[config.mk]
export PLATFORM = sky130hd
export DESIGN_NAME = lew_front
export DESIGN_NICKNAME = d
export VERILOG_FILES = /design/src/design/line_editor_word_wrap_top_macros.svh /design/src/design/lew_pkg.sv /design/src/design/lew_front.sv
export SDC_FILE = /design/constraint.sdc
export NUM_CORES = 1
export LEC_CHECK = 0
export ABC_AREA = 1
export BUFFER_PORTS_ARGS = -buffer_cell sky130_fd_sc_hd__buf_2
export CAP_MARGIN = 20
export CORE_AREA = 4 4 41 43
export DETAILED_ROUTE_END_ITERATION = 7
export DIE_AREA = 0 0 45 47
export PLACE_DENSITY = 0.4
export REMOVE_ABC_BUFFERS = 1
export SLEW_MARGIN = 10
export SYNTH_ARGS = -nofsm -noshare
export SYNTH_HDL_FRONTEND = slang
export SYNTH_SLANG_ARGS = --single-unit
export TNS_END_PERCENT = 10
[constraint.sdc]
create_clock -name vclk -period 1.27
set_clock_uncertainty 0.05 [all_clocks]
set_input_delay 0.254 -clock vclk [all_inputs]
set_output_delay 0.254 -clock vclk [all_outputs]
set_load 0.05 [all_outputs]
[src/design/line_editor_word_wrap_top_macros.svh]
// ----------------------------------------------------------------------------
// line editor assertion macros
// concurrent assertion helpers, empty for synthesis
// ----------------------------------------------------------------------------
`ifndef LINE_EDITOR_WORD_WRAP_TOP_MACROS_SVH
`define LINE_EDITOR_WORD_WRAP_TOP_MACROS_SVH
`ifndef SYNTHESIS
`define LEW_ASSERT_SAME(lbl, clk, rst_n, ante, cons) \
    lbl: assert property (@(posedge clk) disable iff (!rst_n) (ante) |-> (cons)) \
        else $error("assertion failed");
`define LEW_ASSERT_NEXT(lbl, clk, rst_n, ante, cons) \
    lbl: assert property (@(posedge clk) disable iff (!rst_n) (ante) |=> (cons)) \
        else $error("assertion failed");
`else
`define LEW_ASSERT_SAME(lbl, clk, rst_n, ante, cons)
`define LEW_ASSERT_NEXT(lbl, clk, rst_n, ante, cons)
`endif
`endif

[src/design/lew_pkg.sv]
// ----------------------------------------------------------------------------
// line editor package
// shared types and constants of the line editor
// ----------------------------------------------------------------------------
package lew_pkg;

    localparam int SLOTS  = 2048;
    localparam int FILL_W = $clog2(SLOTS);
    localparam int ROW_W  = 11;
    localparam int COL_W  = 9;

    localparam logic [7:0] KEY_DEL    = 8'h7F;
    localparam logic [7:0] KEY_BS     = 8'h08;
    localparam logic [7:0] KEY_KILL   = 8'h15;
    localparam logic [7:0] KEY_WERASE = 8'h17;
    localparam logic [7:0] KEY_EOF    = 8'h04;
    localparam logic [7:0] PRINT_LO   = 8'd32;
    localparam logic [7:0] PRINT_HI   = 8'd126;
    localparam logic [6:0] SPACE_CH   = 7'd32;
    localparam logic [7:0] WIDTH_RESET = 8'd40;

    localparam logic [1:0] STAT_DONE = 2'd0;
    localparam logic [1:0] STAT_BELL = 2'd1;
    localparam logic [1:0] STAT_EXIT = 2'd2;

    typedef enum logic [2:0] {
        OP_APPEND,
        OP_BACK,
        OP_KILL,
        OP_WERASE,
        OP_EOF,
        OP_BAD
    } op_t;

    typedef struct packed {
        op_t        op;
        logic [6:0] ch;
    } cmd_t;

    typedef struct packed {
        logic [1:0]        status;
        logic [FILL_W-1:0] len;
        logic [ROW_W-1:0]  row;
        logic [COL_W-1:0]  col;
    } res_t;

    typedef enum logic [3:0] {
        S_IDLE,
        S_EXEC,
        S_ERS_RD,
        S_ERS_CHK,
        S_LAY_RD,
        S_LAY_CHK,
        S_WRD_RD,
        S_WRD_CHK,
        S_WRD_FIT,
        S_WRD_WALK,
        S_DONE
    } state_t;

endpackage

[src/design/lew_front.sv]
// ----------------------------------------------------------------------------
// line editor front
// decodes each key byte into an edit command
// ----------------------------------------------------------------------------
module lew_front (
    input  logic          s_tvalid,
    input  logic [7:0]    s_tdata,
    input  logic          q_full,
    output logic          s_tready,
    output logic          q_push,
    output lew_pkg::cmd_t q_data
);

    assign s_tready    = !q_full;
    assign q_push      = s_tvalid && !q_full;
    assign q_data.ch   = s_tdata[6:0];

    always_comb
    begin
        if (s_tdata == lew_pkg::KEY_EOF)
            q_data.op = lew_pkg::OP_EOF;
        else if (s_tdata == lew_pkg::KEY_DEL || s_tdata == lew_pkg::KEY_BS)
            q_data.op = lew_pkg::OP_BACK;
        else if (s_tdata == lew_pkg::KEY_KILL)
            q_data.op = lew_pkg::OP_KILL;
        else if (s_tdata == lew_pkg::KEY_WERASE)
            q_data.op = lew_pkg::OP_WERASE;
        else if (s_tdata < lew_pkg::PRINT_LO || s_tdata > lew_pkg::PRINT_HI)
            q_data.op = lew_pkg::OP_BAD;
        else
            q_data.op = lew_pkg::OP_APPEND;
    end

endmodule

# --- Word level (Yosys, flattened, before mapping) ---
# Index checks and enable logic that the tools add are counted.
totals:
  register_bits: 0
  in_bits: 10
  out_inout_bits: 12
  elab_cells: 16
classes:
  n_lt_le_gt_ge: 2
  eq_ne: 5
  muxes: 5
  n_reduce_logical: 4
op_table:
  columns: ["operator", "count"]
  rows:
  - ["equality test 8 x 5 -> 1 bit, second input constant", 2]
  - ["2-to-1 mux 3 bit", 5]
  - ["equality test 8 x 3 -> 1 bit, second input constant", 1]
  - ["equality test 8 x 4 -> 1 bit, second input constant", 1]
  - ["equality test 8 x 7 -> 1 bit, second input constant", 1]
  - ["greater-than comparator 8 x 7 -> 1 bit, second input constant", 1]
  - ["less-than comparator 8 x 6 -> 1 bit, second input constant", 1]
  - ["logical OR 1 bit", 2]
  - ["logical AND 1 bit", 1]
  - ["zero test 1 bit", 1]

# --- Depth between registers and ports, before layout ---
# Gate-level depths: netlist of run 1.
logic_depth:
  ltp_word: 7
  mapped_depth: 7
  ltp_nobuf: 7

# --- Least setup slack after synthesis of run 1 ---
# No wires, ideal clock.
synth_timing:
  kind: "input -> output"
  startpoint: "input s_tdata[7]"
  endpoint: "output q_data[7] (netlist name)"
  t_arrival_ps: 1248
  t_required_ps: 966
  setup_slack_ps: -282
  stages: 7
  path_buffers: 0
  cell_sequence: "inv_1 > nand2_1 > nor2_2 > nand2_1 > nand2_2 > nand2_1 > nor2_1"
synth_lines:
  columns: ["item", "line", "rtl"]
  rows:
  - ["from (decl)", "lew_front.sv:7", "input logic [7:0] s_tdata,"]
  - ["to (decl)", "lew_front.sv:11", "output lew_pkg::cmd_t q_data"]

==> results of run 1 <==
==> cell usage after synthesis (all sizes together) <==
master / count
nand2: 17
nor2: 9
inv: 8
buf: 7
nor3: 2
a21oi: 1
and2: 1
nand3: 1
==> cell families after synthesis <==
logic type             after synthesis
AOI/OAI and AO/OA                    1
buffers and inverters               15
and+or+nand+nor                     30
==> area by class of cell <==
type / count / area [um2] / share of cell area [%]
Inverter: 8 / 37.5 / 8.04
Tap cell: 15 / 18.8 / 4.02
Timing Repair Buffer: 23 / 183 / 39.1
Multi-Input combinational cell: 31 / 228 / 48.8
==> critical path: stages <==
cell     delay [ns]
buf_6          0.11
inv_4          0.05
nand2_4        0.06
nor3_4         0.17
nand2_1        0.08
nand2_2        0.08
nor2_2         0.04
buf_6          0.14
==> report_power, final <==
| part | total [W] | leakage, nW | switching (W) | internal (W) |
|---|---|---|---|---|
| combinational | 0.000196 | 0.257 | 0.000131 | 0.0000656 |
| sequential | 0 | 0 | 0 | 0 |
| clock | 0 | 0 | 0 | 0 |
| total | 0.000196 | 0.257 | 0.000131 | 0.0000656 |
==> final timing paths <==
check / from / endpoint / slack (ns)
setup / recovery: s_tdata[6] / q_data[9] / -0.03
hold / removal: s_tdata[1] / q_data[1] / 0.76
==> per-stage QoR <==
step | utilization (%) | setup TNS [ns]
final | 35.9 | -0.0519
after global routing | 35.9 | -0.168
after global placement | 22.7 | -0.389
after floorplan | - | -0.354
after CTS | 26.5 | -0.102
after detailed placement | 22.7 | -0.365
==> routing by layer <==
layer	up-vias	routed length, um
met3	0	50
met5	-	0
li1	162	-
met2	11	376
met1	130	243
met4	0	0
==> what timing repair did <==
action | in CTS | in global routing
resized for setup | 16 | 34
endpoints found under the setup margin | 3 | 3
pin swaps | 5 | 13
buffers inserted | 0 | 1
endpoints found under the hold margin | 0 | 0
cloned | 0 | 0
==> results.md, run 1 <==
- OpenSTA, run right after detailed placement, puts the worst setup slack at -0.148 ns.
- STA classifies the critical path startpoint as an input pin.
- After global routing the overflow that remains totals 0.
- The largest total area in the synthesized netlist belongs to nand2_1.
- The leading cell type in the layout, fill and taps excluded is buf_2.
- The congestion estimate from routability-driven global placement came to 0.612.
- The number of antenna cells inserted is 0.
- The final hold violation count is 0.
- The overall routing resource usage is 5.66%.
- The sequential cell count is 0.
- After synthesis, the largest area contributor takes up 25.7% of total cell area.
- The headroom to the max-slew limit is 83.3%.
- The die width is 45 um.
- The number of antenna violations at the first check in global routing is 0.
- 22 I/O pins were placed.
- The finished cells cover 467 um2.
- The via count is 303.
- The total half-perimeter wirelength after legalization and detailed placement is 495 um.
- After synthesis, the netlist uses 10 different library cells.
- The post-layout instance count excluding filler cells is 77.
- The post-layout net count is 74.
- The vertical die dimension is 47 um.
- The total chip power is 0.000196 W.
- The minimum clock period is 1.30 ns.
- The checks that failed: negative setup slack.
- The tool flagged a number of max-cap violations equal to 0.
- The sequential element share of the synthesized area is 0%.
- On the final layout, the worst hold slack is 0.761 ns.
- For this design the ratio of total power to cell area is 421 mW/mm2.
- The number of global-route vias before repair came to 245.
- The first-pass GRT wire length is 972 um.
- The largest net degree at the start of global routing is 5.
- The run finished, with violations left.
- The critical path capture point type is an output port.
- The number of inserted filler cells in the final layout is 159.
- In the post-route analysis, the smallest setup slack over all paths is -0.0280 ns.
- The maximum net fanout on the critical path is 3.
- The area added between synthesis and finish is 113%.
- Summed over all cells, the static leakage comes to 0.257 nW.
- The synthesized netlist devotes 0% of its cell area to XOR and XNOR gates.
- In the final layout, flip-flops and latches occupy 0 um2.
- For the worst setup path, the data required time is 0.97 ns.
- After technology mapping, the gate count stands at 46.
- VDD sags by at most 0.180 mV.
- For the worst setup path, the data arrival time is 0.99 ns.
- The layer carrying the most global-route usage is met2.
- Setup repair after global routing could not meet its margin everywhere.
- The global-route track usage on met1 is 8.09%.
- The cts-stage hold buffer count is 0.
- The starting density of the core is 16.8%.
- The fraction of layout cells with a size suffix above 1 is 75.8%.
- Setup violations remaining at the end of the flow were counted as 2.
- The maximum frequency from static timing analysis is 0.770 GHz.
- The synthesized area per cell is 4.76 um2.
- The number of design-rule violations left by the first detailed-router iteration is 0.
- For the pin with the worst max-slew slack, the measured transition is 0.253 ns.
- The routed design has 670 um of wire.
- The met3 usage is 0%.
- The global-route track usage on met2 is 10.2%.
- The number of warning messages in the yosys log is 0.
- The fraction of the cycle the final worst path needs is 102%.
- The number of cells in the design after placement is 76.
- The share of the synthesized area in compound gates (AO/OA/AOI/OAI) is 2.29%.
- The DRC violation count after routing is 0.
- The instance count along the most critical hold path is 2.
- The floorplan die area is 0.00212 mm2.
- The tightest min-delay check is of the input pin to output port type.
- Row generation in the floorplan step produced 13 rows.
- The count of nets left with antenna violations once routing finished came out at 0.
- The total placed instance area is 295 um2.
- After synthesis the cells add up to 219 um2.
- The detail-routed via count per cell is 3.94.
- The adder and majority gate portion of the synthesized area is 0%.
- The final max-slew violation count came to 0.
- By area, the combinational part of the netlist is dominated by simple AND/OR/NAND/NOR gates.
- After synthesis, the cell types taking the most area are nand2_1 (26%), buf_4 (24%), inv_1 (14%), nor2_1 (10%), nor2_2 (8.6%).
- The top cell types in the final layout, fill and taps aside, are buf_2 (11), buf_6 (8), nand2_2 (7), nand2_1 (6), inv_1 (5).
- After layout, the clock buffer instance count stands at 0.
- The share of cell area taken by muxes after synthesis is 0%.
- The placeable core area is 0.00130 mm2.
- The simple logic cell fraction of the synthesized area is 60.0%.
- The worst setup path is of the input pin to output port kind.
- The first-pass detailed-route iteration total is 1.
- The routed wire length per instance is 8.70 um.
- The count of buffers from port buffering is 22.
No activity file was read; power rests on OpenSTA's default activity.
==> inputs of run 2 (changes only) <==
--- a/config.mk
+++ b/config.mk
@@ -11,6 +11,7 @@
 export CORE_AREA = 4 4 41 43
 export DETAILED_ROUTE_END_ITERATION = 7
 export DIE_AREA = 0 0 45 47
+export GPL_TIMING_DRIVEN = 0
 export PLACE_DENSITY = 0.4
 export REMOVE_ABC_BUFFERS = 1
 export SLEW_MARGIN = 10
==> results.md, run 2 (synthesis gave the netlist of run 1 again) <==
- The critical path capture point type is an output port.
- Counting the fill cells in the layout gives 162.
- For this run, global-route usage on met3 was measured as 0%.
- 0 antenna diodes ended up in the layout.
- The area of the multi-input gates is 184 um2.
- The tightest hold margin is 0.762 ns.
- STA classifies the critical path startpoint as an input pin.
- After layout, the worst setup slack is -0.0435 ns.
- The layer carrying the most global-route usage is met2.
- Summed over all failing endpoints, the final setup total negative slack is -0.0831 ns.
- The starting density of the core is 16.8%.
- The required time of the worst setup path is 0.97 ns.
- In the final routed layout, each cell accounts on average for 7.57 um.
- The cts-stage hold buffer count is 0.
- The headroom to the max-slew limit is 83.4%.
- Measured along the x axis, the die boundary spans 45 um.
- The library cells used most frequently in the layout, excluding fill and tap cells, are buf_2 (14), nand2_2 (9), inv_1 (7), nand2_1 (7).
- For this run, the share of the core covered by cells in the final layout is 30.1%.
- The DRC violation count after routing is 0.
- The maximum net fanout on the critical path is 4.
- The I/O pin count is 22.
- Sequential cells placed in the final layout were counted as 0.
- Port buffering added 22 buffers.
- Across all layers, the routed design uses 290 vias.
- The final max-slew violation count came to 0.
- Compared with the post-synthesis result, the final layout area differs by 78.9%.
- The checks that failed: negative setup slack.
- For met2 alone, demand over resource in global routing was 10.2%.
- The leading cell type in the layout, fill and taps excluded is buf_2.
- The final wirelength is 583 um.
- The capturing instance or port of the critical path is q_data[9].
- The final number of setup-violating endpoints is 3.
- Summed over all layers, the global routing overflow is 0.
- In this run the standard cell core region covers 0.00130 mm2.
- Setup repair after global routing could not meet its margin everywhere.
- The minimum clock period is 1.31 ns.
- In this run the static leakage power is 0.231 nW.
- The fraction of the cycle the final worst path needs is 103%.
- The overall routing resource usage is 5.74%.
- The first global-routing pass estimated 966 um of wire.
- The post-layout net count is 74.
- The worst supply voltage drop on vdd is 0.176 mV.
- Once layout is done, the placed cells without fillers occupy 392 um2.
- The class of the most critical setup path is input pin to output port.
- The fraction of layout cells with a size suffix above 1 is 64.5%.
- The worst min-delay path category is input pin to output port.
- The number of design-rule violations left by the first detailed-router iteration is 0.
- The floorplan die area is 0.00212 mm2.
- The initialized floorplan defines 13 standard-cell rows.
- The detail route stage leaves a number of antenna-violating nets equal to 0.
- The most critical setup path has its startpoint at s_tdata[0].
- The number of global-route vias before repair came to 261.
- The detail-routed via count per cell is 3.77.
- The combined flip-flop and latch cell area is 0 um2.
- After detailed placement, the total cell area comes to 295 um2.
- The actual slew at the worst max-slew pin is 0.250 ns.
- The max-capacitance violation count is 0.
- The power density over the cells is 434 mW/mm2.
- The arrival time at the worst endpoint is 1.01 ns.
- Counting the clock-network buffers in the layout gives 0.
- The run finished, with violations left.
- The vertical die dimension is 47 um.
- Derived from the worst setup path, the maximum achievable clock frequency is 0.761 GHz.
- The first-pass detailed-route iteration total is 1.
- The congestion estimate from routability-driven global placement came to 0.644.
- The global-route track usage on met1 is 8.31%.
- The final hold violation count is 0.
- Entering global routing, the biggest net connects 5 pins.
- The number of antenna violations at the first check in global routing is 0.
## run 2: worst min path at each step
stage	start	end	slack, ns	cells after the start
2_1_floorplan	s_tdata[0]	q_data[0]	0.46	0
3_3_place_gp	q_full	s_tready	0.77	3
3_5_place_dp	q_full	s_tready	0.77	3
4_1_cts	q_full	s_tready	0.77	3
5_1_grt	s_tdata[5]	q_data[5]	0.77	2
6_report	s_tdata[5]	q_data[5]	0.76	2
## run 2: power by group
group	internal (W)	leakage (nW)	switching, W
clock network	0	0	0
logic	0.0000523	0.231	0.000118
registers	0	0	0
## run 2: per-layer routing
metal / share of wire [%] / wire [um]
met4: 0 / 0
met5: 0 / 0
met1: 42 / 242
met2: 50 / 291
met3: 8.4 / 49
## run 2: final cells by class
cell class                 count  area share [%]
tap                           15            4.79
inverter                       8            8.31
multi-input combinational     31            47.0
timing repair buffer          23            39.9
## run 2: critical path, stage by stage
cell and delay, ns:
buf_4 0.13, nand2_4 0.07, nor2_4 0.04, nand2_2 0.07, buf_4 0.10, nand2_1 0.06
nor2_2 0.12, buf_6 0.16
## run 2: through the flow
step / cells / power [W] / setup slack (ns)
after floorplan: 39 / 0.0000568 / -0.282
after global placement: 76 / 0.000143 / -0.151
after detailed placement: 76 / 0.000143 / -0.147
after CTS: 77 / 0.000157 / -0.0567
after global routing: 77 / 0.000183 / -0.124
final: 77 / 0.000170 / -0.0435
## run 2: repair_timing
| action | CTS | global route |
|---|---|---|
| setup buffers | 1 | 0 |
| gates resized for setup | 13 | 15 |
| pin swaps | 5 | 6 |
| endpoints found under the setup margin | 3 | 3 |
==> inputs of run 3 (changes only) <==
--- a/config.mk
+++ b/config.mk
@@ -5,14 +5,13 @@
 export SDC_FILE = /design/constraint.sdc
 export NUM_CORES = 1
 export LEC_CHECK = 0
-export ABC_AREA = 1
 export BUFFER_PORTS_ARGS = -buffer_cell sky130_fd_sc_hd__buf_2
 export CAP_MARGIN = 20
 export CORE_AREA = 4 4 41 43
 export DETAILED_ROUTE_END_ITERATION = 7
 export DIE_AREA = 0 0 45 47
 export GPL_TIMING_DRIVEN = 0
-export PLACE_DENSITY = 0.4
+export PLACE_DENSITY = 0.36
 export REMOVE_ABC_BUFFERS = 1
 export SLEW_MARGIN = 10
 export SYNTH_ARGS = -nofsm -noshare
==> results.md, run 3 <==
- By count the netlist is led by buf_4 (7), nor2_1 (2).
- The routability congestion estimate is 0.604.
- The starting density of the core is 12.4%.
- The checks that failed: negative setup slack.
- The smallest setup slack after layout is -0.0351 ns.
- The netlist area before placement is 161 um2.
- The instance count along the most critical hold path is 2.
- The I/O pin count is 22.
- The sequential cell count is 0.
- In the post-synthesis netlist, the biggest area contributors are buf_4 (33%), and4bb_2 (7.8%), nor3b_2 (7.8%), and4_4 (7.0%), nor3_2 (6.2%).
- Global routing used 6.78% of the available met2 tracks.
- Leaving out fill and tap cells, the most frequent cell in the layout is buf_2.
- The clock network is responsible for 0% of the overall power.
- The sequential element share of the synthesized area is 0%.
- During synthesis, Yosys emitted a total of 0 warnings.
- The worst setup path is launched from an input pin.
- Dividing total power by cell area gives a power density of 489 mW/mm2.
- The detail route stage leaves a number of antenna-violating nets equal to 0.
- The worst slack at placement is -0.189 ns.
- For this run, the post-layout net count is 50.
- After floorplanning, the core was sized to cover 0.00130 mm2.
- In this run the worst path has a maximum fanout of 4.
- The arrival time at the worst endpoint is 1.00 ns.
- The share of Yosys cell area claimed by the top area cell type is 32.6%.
- The vertical die dimension is 47 um.
- The DRC violation count after routing is 0.
- For this run, global-route usage on met1 was measured as 9.23%.
- The die is 45 um wide.
- The number of global-route vias before repair is 184.
- Synthesis produced 21 cells.
- Of the total power, the share spent switching nets is 63.0%.
- The synthesized area per cell is 7.69 um2.
- The smallest clock period supported by the final layout is computed as 1.31 ns.
- The library cells used most frequently in the layout, excluding fill and tap cells, are buf_2 (13), buf_8 (4), buf_4 (4), buf_6 (3).
- The headroom to the max-slew limit is 83.4%.
- The required time of the worst setup path is 0.97 ns.
- In the final layout, flip-flops and latches occupy 0 um2.
- The class of the most critical setup path is input pin to output port.
- The final hold violation count is 0.
- In the finished design, the share of the clock period the worst path needs comes to 103%.
- The proportion of power drawn by combinational gates is 100.0%.
- STA classifies the critical path endpoint as an output port.
- The first global-routing pass estimated 883 um of wire.
- The most common cell in the synthesized netlist is buf_4.
- The maximum frequency from static timing analysis is 0.766 GHz.
- The flow ran to the end, but the final reports show violations.
- The xor/xnor share of the synthesized area is 5.43%.
- The final wirelength is 579 um.
- The unique cell type count in the Yosys netlist is 14.
- For this design the static power due to leakage is 0.161 nW.
- Using the TritonRoute via totals, the vias-per-cell ratio works out to 3.96.
- The floorplan step defined a die boundary enclosing 0.00212 mm2.
- The fraction of layout cells with a size suffix above 1 is 78.9%.
- By area, the combinational part of the netlist is dominated by simple AND/OR/NAND/NOR gates.
- The count of buffers from port buffering is 22.
- The share of the synthesized area in compound gates (AO/OA/AOI/OAI) is 4.65%.
- The number of antenna violations at the first check in global routing is 0.
- IR analysis of the VDD net gives a maximum drop of 0.167 mV.
- Dividing the detail-routed wire length by the instance count gives 10.9 um.
- The pre-antenna-repair detailed-routing pass consisted of 2 iterations.
- The internal power component is 0.0000610 W.
- Of the total synthesized cell area, the portion taken by full adders, half adders and majority gates is 0%.
- The final number of setup-violating endpoints is 3.
- Summed over all layers, the global routing overflow is 0.
- From synthesis to final layout, the design area changed by 109%.
- Summed over all instances, the cell type with the most area after synthesis is buf_4.
- The final max-slew violation count is 0.
- Entering global routing, the biggest net connects 6 pins.
- Measured against the total synthesized area, the mux share comes to 0%.
- The via count is 210.
- The number of design-rule violations left by the first detailed-router iteration is 4.
- The worst hold path belongs to the class input pin to output port.
- Setup repair after global routing could not meet its margin everywhere.
- The actual slew at the worst max-slew pin is 0.248 ns.
- Global routing used 1.53% of the available met3 tracks.
- 0 antenna diodes ended up in the layout.
- After layout, the design draws a total of 0.000165 W.
- The net switching power of the design is 0.000104 W.
- The fraction of power consumed by sequential logic is 0%.
- The layer carrying the most global-route usage is met1.
- Clock buffers in the final layout number 0.
- The number of inserted filler cells in the final layout is 156.
- The overall routing resource usage is 5.43%.
- The simple logic cell fraction of the synthesized area is 55.0%.
- The max-capacitance violation count is 0.
- The initialized floorplan defines 13 standard-cell rows.
==> run 3: cell types whose count changed in the layout (fill, tap and decap cells not counted), sizes merged, moves of 2 or more <==
| cell | delta |
|---|---|
| and4 | +2 |
| inv | -7 |
| nand2 | -17 |
| nor2 | -7 |
==> run 3: final cells by class <==
cell class	count	area (um2)	share of cell area [%]
inverters	1	3.75	1.12
multi-input cells	13	125	37.2
well taps	15	18.8	5.58
repair buffers	24	189	56.1
==> run 3: logic make-up after synthesis <==
family / count (synthesis)
buf+inv: 8
xor+xnor: 1
compound gates: 1
simple gates: 11
==> run 3: power by group through the flow <==
stage                     Clock (W)  Sequential (W)  Combinational, W
after floorplan                   0               0         0.0000452
after global placement            0               0          0.000133
after detailed placement          0               0          0.000133
after CTS                         0               0          0.000155
after global routing              0               0          0.000174
final                             0               0          0.000165
==> run 3: worst paths after layout <==
kind	startpoint	endpoint
worst max-delay path	s_tdata[2]	q_data[9]
worst min-delay path	s_tdata[1]	q_data[1]
==> run 3: worst max-delay path, stage by stage <==
cell     delay [ns]
buf_2          0.11
nor3b_4        0.18
and4_4         0.26
nor3_4         0.04
buf_6          0.15
==> run 3: per-layer routing <==
metal | vias up | routed length (um)
li1 | 103 | -
met1 | 87 | 259
met2 | 20 | 178
met3 | 0 | 141
met4 | 0 | 0
met5 | - | 0
==> run 3: through the flow <==
step	cell area [um2]	util, %	cells	setup TNS [ns]	hold WS (ns)
2_1_floorplan	109	-	14	-0.700	0.458
3_3_place_gp	238	18.3	51	-0.468	0.771
3_5_place_dp	238	18.3	51	-0.439	0.772
4_1_cts	305	23.5	52	-0.0630	0.769
5_1_grt	337	25.9	53	-0.265	0.767
6_report	337	25.9	53	-0.0614	0.759
==> run 3: timing repair <==
item / CTS / global route
setup buffers: 1 / 1
hold buffers: 0 / 0
resized for setup: 17 / 6
pin swaps: 8 / 2
cloned: 0 / 0
setup endpoints to repair: 3 / 3
