===== config.mk =====
export PLATFORM = sky130hd
export DESIGN_NAME = lew_queue
export DESIGN_NICKNAME = d
export VERILOG_FILES = /design/src/design/line_editor_word_wrap_top_macros.svh /design/src/design/lew_pkg.sv /design/src/design/lew_queue.sv
export SDC_FILE = /design/constraint.sdc
export NUM_CORES = 1
export LEC_CHECK = 0
export ABC_AREA = 1
export BUFFER_PORTS_ARGS = -buffer_cell sky130_fd_sc_hd__buf_4
export CORE_MARGIN = 2
export CORE_UTILIZATION = 40
export CTS_CLUSTER_SIZE = 20
export DETAILED_ROUTE_END_ITERATION = 10
export GPL_ROUTABILITY_DRIVEN = 1
export PLACE_DENSITY = 0.76
export SLEW_MARGIN = 20
export SYNTH_ARGS = -nofsm -noshare
export SYNTH_HDL_FRONTEND = slang
export SYNTH_SLANG_ARGS = --single-unit

===== constraint.sdc =====
create_clock -name clk -period 3 [get_ports clk]
set_clock_uncertainty 0.1 [all_clocks]
set_input_delay 0.15 -clock clk [delete_from_list [all_inputs] [get_ports clk]]
set_output_delay 0.15 -clock clk [all_outputs]
set_load 0.01 [all_outputs]

===== src/design/line_editor_word_wrap_top_macros.svh =====
// ----------------------------------------------------------------------------
// line editor assertion macros
// concurrent assertion helpers, empty for synthesis
// ----------------------------------------------------------------------------
`ifndef LINE_EDITOR_WORD_WRAP_TOP_MACROS_SVH
`define LINE_EDITOR_WORD_WRAP_TOP_MACROS_SVH
`ifndef SYNTHESIS
`define LEW_ASSERT_SAME(lbl, clk, rst_n, ante, cons) \
    lbl: assert property (@(posedge clk) disable iff (!rst_n) (ante) |-> (cons)) \
        else $error("assertion failed");
`define LEW_ASSERT_NEXT(lbl, clk, rst_n, ante, cons) \
    lbl: assert property (@(posedge clk) disable iff (!rst_n) (ante) |=> (cons)) \
        else $error("assertion failed");
`else
`define LEW_ASSERT_SAME(lbl, clk, rst_n, ante, cons)
`define LEW_ASSERT_NEXT(lbl, clk, rst_n, ante, cons)
`endif
`endif


===== src/design/lew_pkg.sv =====
// ----------------------------------------------------------------------------
// line editor package
// shared types and constants of the line editor
// ----------------------------------------------------------------------------
package lew_pkg;

    localparam int SLOTS  = 2048;
    localparam int FILL_W = $clog2(SLOTS);
    localparam int ROW_W  = 11;
    localparam int COL_W  = 9;

    localparam logic [7:0] KEY_DEL    = 8'h7F;
    localparam logic [7:0] KEY_BS     = 8'h08;
    localparam logic [7:0] KEY_KILL   = 8'h15;
    localparam logic [7:0] KEY_WERASE = 8'h17;
    localparam logic [7:0] KEY_EOF    = 8'h04;
    localparam logic [7:0] PRINT_LO   = 8'd32;
    localparam logic [7:0] PRINT_HI   = 8'd126;
    localparam logic [6:0] SPACE_CH   = 7'd32;
    localparam logic [7:0] WIDTH_RESET = 8'd40;

    localparam logic [1:0] STAT_DONE = 2'd0;
    localparam logic [1:0] STAT_BELL = 2'd1;
    localparam logic [1:0] STAT_EXIT = 2'd2;

    typedef enum logic [2:0] {
        OP_APPEND,
        OP_BACK,
        OP_KILL,
        OP_WERASE,
        OP_EOF,
        OP_BAD
    } op_t;

    typedef struct packed {
        op_t        op;
        logic [6:0] ch;
    } cmd_t;

    typedef struct packed {
        logic [1:0]        status;
        logic [FILL_W-1:0] len;
        logic [ROW_W-1:0]  row;
        logic [COL_W-1:0]  col;
    } res_t;

    typedef enum logic [3:0] {
        S_IDLE,
        S_EXEC,
        S_ERS_RD,
        S_ERS_CHK,
        S_LAY_RD,
        S_LAY_CHK,
        S_WRD_RD,
        S_WRD_CHK,
        S_WRD_FIT,
        S_WRD_WALK,
        S_DONE
    } state_t;

endpackage


===== src/design/lew_queue.sv =====
// ----------------------------------------------------------------------------
// line editor command queue
// two-entry queue between front and back
// ----------------------------------------------------------------------------
module lew_queue (
    input  logic          clk,
    input  logic          rst_n,
    input  logic          push,
    input  lew_pkg::cmd_t push_data,
    output logic          full,
    input  logic          pop,
    output logic          valid,
    output lew_pkg::cmd_t pop_data
);

    lew_pkg::cmd_t slot_reg [2];
    logic          wr_ptr_reg;
    logic          rd_ptr_reg;
    logic [1:0]    count_reg;

    assign full     = (count_reg == 2'd2);
    assign valid    = (count_reg != 2'd0);
    assign pop_data = slot_reg[rd_ptr_reg];

    always_ff @(posedge clk)
    begin
        if (push)
            slot_reg[wr_ptr_reg] <= push_data;
    end

    always_ff @(posedge clk or negedge rst_n)
    begin
        if (!rst_n)
        begin
            wr_ptr_reg <= 1'b0;
            rd_ptr_reg <= 1'b0;
            count_reg  <= 2'd0;
        end
        else
        begin
            if (push)
                wr_ptr_reg <= !wr_ptr_reg;
            if (pop)
                rd_ptr_reg <= !rd_ptr_reg;
            if (push && !pop)
                count_reg <= count_reg + 2'd1;
            else if (pop && !push)
                count_reg <= count_reg - 2'd1;
        end
    end

endmodule


## After elaboration in Yosys (flattened, before gate mapping)

Memory sizes are Yosys's and may differ from the RTL's.
Index checks and enable logic that the tools add are counted.

| storage, ports and cells | value |
|---|---|
| word-level logic and storage cells | 19 |
| memory bits (writable) | 20 |
| register bits | 4 |
| memories | 1 |

| operators by class | value |
|---|---|
| $add $sub $neg | 2 |
| reductions and logical operators | 8 |
| multiplexer cells | 4 |
| equality and inequality tests | 1 |

Memory list:

| name | words | bits a word | read ports | clocked after Yosys merged registers in | wr ports | RTL line | source |
|---|---|---|---|---|---|---|---|
| slot_reg | 2 | 10 | 1 | 0 | 1 | lew_queue.sv:16 | `lew_pkg::cmd_t slot_reg [2];` |

Operators by type and width:

| kind | number |
|---|---|
| zero test 1 bit | 4 |
| 2-to-1 mux 2 bit | 2 |
| nonzero test 2 bit | 2 |
| adder 2 x 1 -> 2 bit, second input constant | 1 |
| equality test 2 bit, second input constant | 1 |
| logical AND 1 bit | 2 |
| 2-to-1 mux 1 bit | 2 |
| subtractor 2 x 1 -> 2 bit, second input constant | 1 |

## Logic depth before layout (Yosys ltp)

Gate-level depths: netlist of the first run.

| depth | value |
|---|---|
| depth after elaboration | 4 |
| depth in mapped cells | 7 |

## Worst setup path before layout of the first run

No wires, ideal clock.

| timing path | value |
|---|---|
| path type | register to register |
| start | register wr_ptr_reg |
| end | memory slot_reg[0][0] (netlist name), enable pin |
| cell stages (with the launch flop) | 2 |
| setup time | 0.376 ns |
| data required time | 2.524 ns |
| arrival time | 0.856 ns |
| period minus slack after synthesis | 1.332 ns |
| setup slack | 1.668 ns |
| cell sequence | dfrtp_1 -> nor2_1 |

RTL lines:

| what | RTL line | source |
|---|---|---|
| start: declaration | lew_queue.sv:17 | `logic wr_ptr_reg;` |
| start signal: assignment | lew_queue.sv:42 | `wr_ptr_reg <= !wr_ptr_reg;` |
| end: declaration | lew_queue.sv:16 |  |

Straight into the memory's write port.

==> summary.txt, run 1 <==
vias in the first global route - 516
detailed-route DRC error count - 0
CP Class - reg -> out
final hold vios - 0
multiplexer share of the synthesized area - 15.2%
Layout Nets - 113
CP delay by family, top - flip-flops
critical-path maximum fanout - 11
worst path required time - 2.75 ns
crit path launch type - register
Synth Area in Compound Gates - 0%
final wirelength - 1460 um
initial antenna violation count - 0
GRT Overall Usage - 11.5%
CTS buffer count - 3
io pins - 26
post-DP HPWL - 942 um
GP Congestion - 0.632
fillcell total - 186
die height - 53.1 um
cts-stage hold buffer count - 13
CTS tree - yes
H-Tree Depth - 1
Max Root-Sink Buffers - 2
RSZ-0062 raised after global routing - false
CORE AREA - 2250 um^2
CP arrival - 1.60 ns
Worst-path clk slew - 0.13 ns
initial drt markers - 2
Worst setup EP type - output pin
num rows - 17
most frequent cells in the layout - buf_4, edfxtp_1, dlygate4sd3_1, mux2_4, inv_1
Yosys warnings - 0
largest family of logic cells by synthesized area - multiplexers
Die X - 53.1 um
first-pass GRT wire length - 2160 um
largest net degree at the start of global routing - 15
max-slew violations - 0
Syn Nets - 71
CP peak stage delay - 0.75 ns
min cycle time layout - 1.85 ns
Vias - 562
WP buf/inv - 1
Initial Utilization - 42.8%
number of flip-flops in the largest register - 20
die area - 2820 um^2
# setup viols final - 0
Syn Area/Cell - 17.2 um^2
post-synthesis xor/xnor area fraction - 2.72%
TNS Setup - 0 ns
status - finished, final reports clean
Area growth, synth to finish - 40.9%
MaxCap Viol Count - 0
Area after DPL - 1180 um^2
clock latency on the worst-skew pair - 0.31 ns
vias per inst - 4.50
ratio of cells with drive above 1 in the final layout - 40.2%
Resize count post-CTS - 0
routed len/inst - 11.7 um
Max Freq - 541 MHz
CTS sink count - 24
Initial DRT Pass Iterations - 2
simple-gate portion of the synthesized area - 4.28%
Ant. Diodes - 0
port buffer count - 25
clk root buf - clkbuf_4
max_slew headroom - 42.7%
Tcrit/Tclk final - 61.6%
CP max-delay cell - dfrtp_1
global route overflow - 0
LEAKAGE - 0.593 nW
Seq/Total Area, Yosys - 72.6%
Synth Area in Adders - 1.30%
Power Density - 816 nW/um^2
maximum vdd ir drop - 0.000431 V
Mapped Area - 965 um^2
Synth cell types - 13
Hold Crit Class - in -> async
CP Cell Sequence - mux2_2 > buf_4
DRT antenna net count - 0
Synth Register Bits - 24
Mapped Cells - 56
R2R Setup Slk - 1.45 ns
commonest non-fill, non-tap cell in the layout - buf_4
setup bufs post-CTS - 0
post-route cell area - 1360 um^2
Worst Max-Slew Pin Slew - 0.857 ns
==> cell usage after synthesis <==
library cell	n	area, um^2
nand4_1	1	6.26
xnor2_1	1	8.76
ha_1	1	12.5
nor2_1	2	7.51
buf_6	1	11.3
mux2_2	1	11.3
nand2_1	6	22.5
edfxtp_1	20	601
inv_1	7	26.3
nand3_1	1	5.00
xor2_1	2	17.5
mux2_4	9	135
dfrtp_1	4	100
==> worst paths after layout <==
check	cells after the start	startpoint	to
worst max-delay path	2	rd_ptr_reg$_DFFE_PN0P_	pop_data[1]
worst min-delay path	2	rst_n	count_reg[1]$_DFFE_PN0P_
min in group clk	2	count_reg[1]$_DFFE_PN0P_	count_reg[1]$_DFFE_PN0P_
max in group asynchronous	2	rst_n	rd_ptr_reg$_DFFE_PN0P_
worst max register to register	1	wr_ptr_reg$_DFFE_PN0P_	slot_reg[0][9]$_DFFE_PP_
worst min register to register	2	count_reg[1]$_DFFE_PN0P_	count_reg[1]$_DFFE_PN0P_
==> area by class of cell <==
class / count / area [um^2] / share of cell area, %
Inverter: 7 / 26.3 / 1.93
Timing Repair Buffer: 38 / 318 / 23.4
Clock inverter: 1 / 30.0 / 2.21
Clock buffer: 3 / 22.5 / 1.66
Sequential cell: 24 / 701 / 51.6
Multi-Input combinational cell: 24 / 226 / 16.7
Tap cell: 28 / 35.0 / 2.58
==> per-layer routing <==
metal  part of all wire [%]  GRT usage (%)  wire length (um)  vias up
met5                      0              0                 0        -
met4                    2.7           7.69                39        0
met1                     40           12.1               592      260
met3                    5.7           2.54                84        5
li1                       -              -                 -      277
met2                     51           20.2               749       20
==> metrics by stage <==
| step | setup slack, ns | utilization [%] | total power, mW | hold WS [ns] | cells |
|---|---|---|---|---|---|
| floorplan | 1.67 | - | 0.739 | -0.246 | 56 |
| finish | 1.15 | 60.3 | 1.11 | 0.0349 | 125 |
| global route | 1.05 | 60.3 | 1.18 | 0.0241 | 125 |
| global placement | 1.48 | 52.2 | 0.869 | -0.150 | 108 |
| CTS | 1.11 | 60.3 | 1.12 | 0.0338 | 125 |
| detailed placement | 1.43 | 52.2 | 0.879 | -0.148 | 108 |
==> where the power goes <==
| part | internal (mW) | switching (mW) | leakage [nW] |
|---|---|---|---|
| clock | 0.135 | 0.0948 | 0.0279 |
| sequential | 0.450 | 0.0665 | 0.235 |
| combinational | 0.222 | 0.140 | 0.331 |
==> logic make-up (layout without fill, tap and decap cells) <==
family,count (synthesis),count (layout)
and+or+nand+nor,10,10
adders and majority gates,1,1
xor gates and xnor gates,3,3
buffers and inverters,8,49
muxes,10,10
DFF,24,24
No activity file was read; power rests on OpenSTA's default activity.
==> run 2: changes to the inputs <==
--- a/config.mk
+++ b/config.mk
@@ -5,14 +5,14 @@
 export SDC_FILE = /design/constraint.sdc
 export NUM_CORES = 1
 export LEC_CHECK = 0
-export ABC_AREA = 1
+export ABC_AREA = 0
 export BUFFER_PORTS_ARGS = -buffer_cell sky130_fd_sc_hd__buf_4
 export CORE_MARGIN = 2
 export CORE_UTILIZATION = 40
 export CTS_CLUSTER_SIZE = 20
 export DETAILED_ROUTE_END_ITERATION = 10
 export GPL_ROUTABILITY_DRIVEN = 1
-export PLACE_DENSITY = 0.76
+export PLACE_DENSITY = 0.78
 export SLEW_MARGIN = 20
 export SYNTH_ARGS = -nofsm -noshare
 export SYNTH_HDL_FRONTEND = slang
==> constraint.sdc (replaced) <==
create_clock -name clk -period 1.55 [get_ports clk]
set_clock_uncertainty 0.1 [all_clocks]
set_input_delay 0.0775 -clock clk [delete_from_list [all_inputs] [get_ports clk]]
set_output_delay 0.0775 -clock clk [all_outputs]
set_load 0.01 [all_outputs]
==> run 2 against run 1 <==
Against the previous run:
- via count down 3.6%
- clock power is 91% higher
- area after synthesis decreased by 1.6%
- synthesized cell count decreased by 16%
- combinational power up 130%
- final area is 2.1% higher
- die area fell by 1.4%
- sequential power grew 84%
==> summary.txt, run 2 <==
status - finished, final reports clean
Worst-path clk slew - 0.13 ns
WP buf/inv - 2
Vias - 542
MaxCap Viol Count - 0
min-delay src - push_data[1]
CTS sink count - 24
NetSw - 584 uW
clock latency on the worst-skew pair - 0.30 ns
die height - 52.7 um
TNS Setup - 0 ns
Syn Nets - 62
Max Root-Sink Buffers - 2
CP Cell Sequence - buf_6 > mux2_4 > buf_4
Worst Max-Slew Pin Slew - 0.459 ns
io pins - 26
Worst R2R Path Depth - 1
DRT antenna net count - 0
total power - 2.23 mW
Worst Setup SP - rd_ptr_reg$_DFFE_PN0P_
Power Density - 1600 nW/um^2
CP delay by family, top - flip-flops
CP peak stage delay - 0.42 ns
CTS tree - yes
most frequent cells in the layout - buf_4, edfxtp_1, dlygate4sd3_1, mux2_4
Max Freq - 671 MHz
number of synthesized flops with an enable pin - 20
initial antenna violation count - 0
Async SR Flop Fraction - 16.7%
Initial DRT Pass Iterations - 4
Area after DPL - 1180 um^2
Clk network pwr share - 19.7%
min cycle time layout - 1.49 ns
Synth Register Bits - 24
GRT Overall Usage - 12.9%
Initial Utilization - 42.5%
Seq pwr share - 42.6%
maximum vdd ir drop - 0.00126 V
Combinational Power Share - 37.7%
Area growth, synth to finish - 46.1%
ratio of cells with drive above 1 in the final layout - 46.7%
Die X - 52.7 um
RSZ-0062 raised after global routing - false
cell taking the most area after synthesis - edfxtp_1
detailed-route DRC error count - 0
Non-Filler Instances - 120
Synth area leaders - edfxtp_1, mux2_4, dfrtp_1, xor2_1, ha_1
Pint - 1.64 mW
clk root buf - clkbuf_4
die area - 2780 um^2
routed len/inst - 12.7 um
largest net degree at the start of global routing - 15
CP Class - reg -> out
Mapped Area - 950 um^2
critical-path maximum fanout - 6
Yosys warnings - 0
Tcrit/Tclk final - 96.1%
pre-CTS WS - 0.302 ns
CP max-delay cell - dfrtp_1
Synth cell types - 14
Worst Hold Endpoint - slot_reg[0][1]$_DFFE_PP_
Hold Crit Class - in -> reg
crit path launch type - register
commonest non-fill, non-tap cell in the layout - buf_4
CORE AREA - 2230 um^2
Syn Area/Cell - 20.2 um^2
max_slew headroom - 69.4%
Seq/Total Area, Yosys - 73.8%
number of flip-flops in the largest register - 20
Layout Nets - 108
Worst setup EP type - output pin
Main synth FF type - edfxtp_1
global route overflow - 0
top-area cell type share of the netlist area - 63.2%
Multi-input gate area - 238 um^2
GP Congestion - 0.583
fillcell total - 178
final hold vios - 0
commonest cells in the netlist - edfxtp_1, mux2_4, dfrtp_1, xor2_1
register area - 701 um^2
port buffer count - 25
Worst Hold Path Cells - 2
Placed Cells - 102
# setup viols final - 0
vias in the first global route - 579
worst path required time - 1.37 ns
final wirelength - 1520 um
R2R Path End - slot_reg[1][2]$_DFFE_PP_
CP arrival - 1.31 ns
LEAKAGE - 0.588 nW
switch share - 26.3%
vias per inst - 4.52
num rows - 17
count leader, synth - edfxtp_1
first-pass GRT wire length - 2420 um
CTS buffer count - 3
Ant. Diodes - 0
final setup margin - 0.0600 ns
H-Tree Depth - 1
Mapped Cells - 47
R2R Setup Slk - 0.30 ns
max-slew violations - 0
start of the worst register-to-register path - wr_ptr_reg$_DFFE_PN0P_
initial drt markers - 2
post-route cell area - 1390 um^2
-- run 2: cells by family (layout without fill, tap and decap cells) --
family / after synthesis / in the layout / share of synthesized area (%)
buffers and inverters: 2 / 47 / 1.58
XOR/XNOR: 5 / 5 / 4.61
multiplexers: 10 / 10 / 15.4
flip-flops: 24 / 24 / 73.8
AND/OR/NAND/NOR: 5 / 5 / 3.29
adder cells (fa/ha/maj): 1 / 1 / 1.32
-- run 2: per-layer routing --
metal  vias to the layer above  wire length, um  GRT usage, %
met1                       259              593          12.6
met2                        20              822          24.0
met5                         -                0             0
met4                         0               28          7.69
li1                        259                -             -
met3                         4               73          3.14
-- run 2: metrics by stage --
stage | util (%) | hold WS (ns)
global placement | 53.0 | -0.222
detailed placement | 53.0 | -0.221
floorplan | - | -0.318
finish | 62.1 | 0.388
CTS | 61.6 | 0.378
global route | 62.1 | 0.375
-- run 2: power groups by stage --
stage | Clock [mW] | Combinational (mW) | Sequential (mW)
6_report | 0.439 | 0.838 | 0.949
5_1_grt | 0.465 | 0.912 | 0.967
4_1_cts | 0.446 | 0.827 | 0.947
3_5_place_dp | 0 | 0.796 | 0.961
3_3_place_gp | 0 | 0.776 | 0.946
2_1_floorplan | 0 | 0.486 | 0.942
-- run 2: area by class of cell --
| class | instances | area share [%] |
|---|---|---|
| Clock buffer | 3 | 1.62 |
| Clock inverter | 1 | 2.16 |
| Inverter | 1 | 0.271 |
| Multi-Input combinational cell | 21 | 17.1 |
| Sequential cell | 24 | 50.5 |
| Tap cell | 28 | 2.52 |
| Timing Repair Buffer | 42 | 25.8 |
-- run 2: how the worst max path moves through the flow --
stage / to / slack [ns] / cells past startpoint
floorplan: slot_reg[0][0]$_DFFE_PP_ / 0.20 / 1
finish: pop_data[1] / 0.06 / 3
global placement: slot_reg[1][9]$_DFFE_PP_ / 0.33 / 1
CTS: pop_data[1] / 0.005 / 3
global route: pop_data[1] / 0.007 / 3
detailed placement: slot_reg[1][3]$_DFFE_PP_ / 0.30 / 1
-- run 2: what timing repair did --
action / in CTS / in global routing
hold buffers: 14 / 0
setup buffers: 0 / 0
gates resized for setup: 0 / 3
setup endpoints to repair: 0 / 3
endpoints found under the hold margin: 26 / 0
==> run 3: changes to the inputs <==
--- a/config.mk
+++ b/config.mk
@@ -6,13 +6,13 @@
 export NUM_CORES = 1
 export LEC_CHECK = 0
 export ABC_AREA = 0
-export BUFFER_PORTS_ARGS = -buffer_cell sky130_fd_sc_hd__buf_4
 export CORE_MARGIN = 2
 export CORE_UTILIZATION = 40
 export CTS_CLUSTER_SIZE = 20
 export DETAILED_ROUTE_END_ITERATION = 10
+export DONT_BUFFER_PORTS = 1
 export GPL_ROUTABILITY_DRIVEN = 1
-export PLACE_DENSITY = 0.78
+export PLACE_DENSITY = 0.68
 export SLEW_MARGIN = 20
 export SYNTH_ARGS = -nofsm -noshare
 export SYNTH_HDL_FRONTEND = slang
==> run 3 against run 2 <==
Against the previous run:
- clock-buffer cell count is the same
- die area is the same
- largest power group unchanged
- sequential power shrank 1%
- clock power shrank 44%
- power shrank 20%
- utilization shrank 9.9 points
- highest routed layer unchanged
==> summary.txt, run 3 (synthesis gave the netlist of run 2 again) <==
Resize count post-CTS - 0
Ant. Diodes - 0
num rows - 17
Worst-path clk slew - 0.12 ns
min cycle time layout - 1.40 ns
GRT met2 Usage - 17.9%
ratio of cells with drive above 1 in the final layout - 26.9%
maximum vdd ir drop - 0.000857 V
CORE AREA - 2230 um^2
WP buf/inv - 1
setup bufs post-CTS - 0
initial drt markers - 0
Initial Utilization - 42.5%
commonest non-fill, non-tap cell in the layout - edfxtp_1
max_slew headroom - 86.4%
Vias - 427
initial antenna violation count - 0
CP arrival - 1.23 ns
Area growth, synth to finish - 22.8%
most frequent cells in the layout - edfxtp_1, dlygate4sd3_1, mux2_4
CP peak stage delay - 0.38 ns
CP max-delay cell - mux2_2
CP delay by family, top - multiplexers
Worst Max-Slew Pin Slew - 0.203 ns
CP endpoint - pop_data[1]
Multi-input gate area - 234 um^2
first-pass GRT wire length - 1890 um
CP Class - reg -> out
status - finished, final reports clean
# setup viols final - 0
H-Tree Depth - 1
die area - 2780 um^2
Worst Setup SP - rd_ptr_reg$_DFFE_PN0P_
CTS tree - yes
detailed-route DRC error count - 0
Worst setup EP type - output pin
fillcell total - 191
number of flip-flops in the largest register - 20
routed len/inst - 12.9 um
R2R Setup Slk - 0.46 ns
largest net degree at the start of global routing - 13
R2R Path End - slot_reg[0][2]$_DFFE_PP_
vias in the first global route - 425
DRT antenna net count - 0
Tcrit/Tclk final - 90.6%
Worst R2R Path Depth - 2
final wirelength - 1230 um
crit path launch type - register
start of the worst register-to-register path - wr_ptr_reg$_DFFE_PN0P_
total power - 1.78 mW
GP Congestion - 0.609
Die X - 52.7 um
met1 GRT Util - 11.0%
max-slew violations - 0
global route overflow - 0
RSZ-0062 raised after global routing - false
register area - 701 um^2
Initial DRT Pass Iterations - 1
CTS sink count - 24
MaxCap Viol Count - 0
GRT Max-Usage Layer - met2
pre-CTS WS - 0.464 ns
Max Freq - 712 MHz
clk root buf - clkbuf_4
Max Root-Sink Buffers - 2
CP Cell Sequence - buf_4 > mux2_2
Crit path depth - 2
TNS Setup - 0 ns
Power Density - 1530 nW/um^2
vias per inst - 4.49
LEAKAGE - 0.452 nW
GRT Overall Usage - 10.5%
CTS buffer count - 3
final hold vios - 0
worst path required time - 1.37 ns
final setup margin - 0.146 ns
GR Layer Usage met3 - 2.86%
post-DP HPWL - 845 um
critical-path maximum fanout - 7
die height - 52.7 um
Layout Nets - 84
clock latency on the worst-skew pair - 0.29 ns
port buffer count - 0
io pins - 26
cts-stage hold buffer count - 14
Hold Crit Class - in -> reg
-- run 3: worst min path at each step --
stage | from | endpoint | slack [ns] | cells past startpoint
floorplan | rst_n | count_reg[0]$_DFFE_PN0P_ | -0.32 | 0
global placement | rst_n | count_reg[0]$_DFFE_PN0P_ | -0.32 | 0
detailed placement | rst_n | count_reg[0]$_DFFE_PN0P_ | -0.32 | 0
CTS | push | slot_reg[1][1]$_DFFE_PP_ | 0.1 | 2
global route | push | slot_reg[1][9]$_DFFE_PP_ | 0.09 | 2
finish | push | slot_reg[1][2]$_DFFE_PP_ | 0.1 | 2
-- run 3: area by class of cell --
class,instances,area share (%)
Inverter,1,0.322
Tap cell,28,3.00
Sequential cell,24,60.1
Timing Repair Buffer,18,14.6
Clock buffer,3,1.93
Multi-Input combinational cell,21,20.1
-- run 3: through the flow --
step | area [um^2] | hold slack [ns] | util, % | instances
final | 1170 | 0.0983 | 52.2 | 95
after floorplan | 950 | -0.318 | - | 47
after CTS | 1170 | 0.0991 | 52.2 | 95
after global placement | 1000 | -0.318 | 44.9 | 78
after detailed placement | 1000 | -0.318 | 44.9 | 78
after global routing | 1170 | 0.0909 | 52.2 | 95
-- run 3: power breakdown --
group,internal (mW),switching (mW)
Clock,0.0904,0.157
Sequential,0.872,0.0656
Combinational,0.319,0.280
-- run 3: layer usage --
metal / up-vias / share of wire (%) / wire length [um]
met2: 16 / 52 / 643
met4: 0 / 1.1 / 13
met1: 195 / 40 / 495
li1: 214 / - / -
met5: - / 0 / 0
met3: 2 / 6.2 / 76
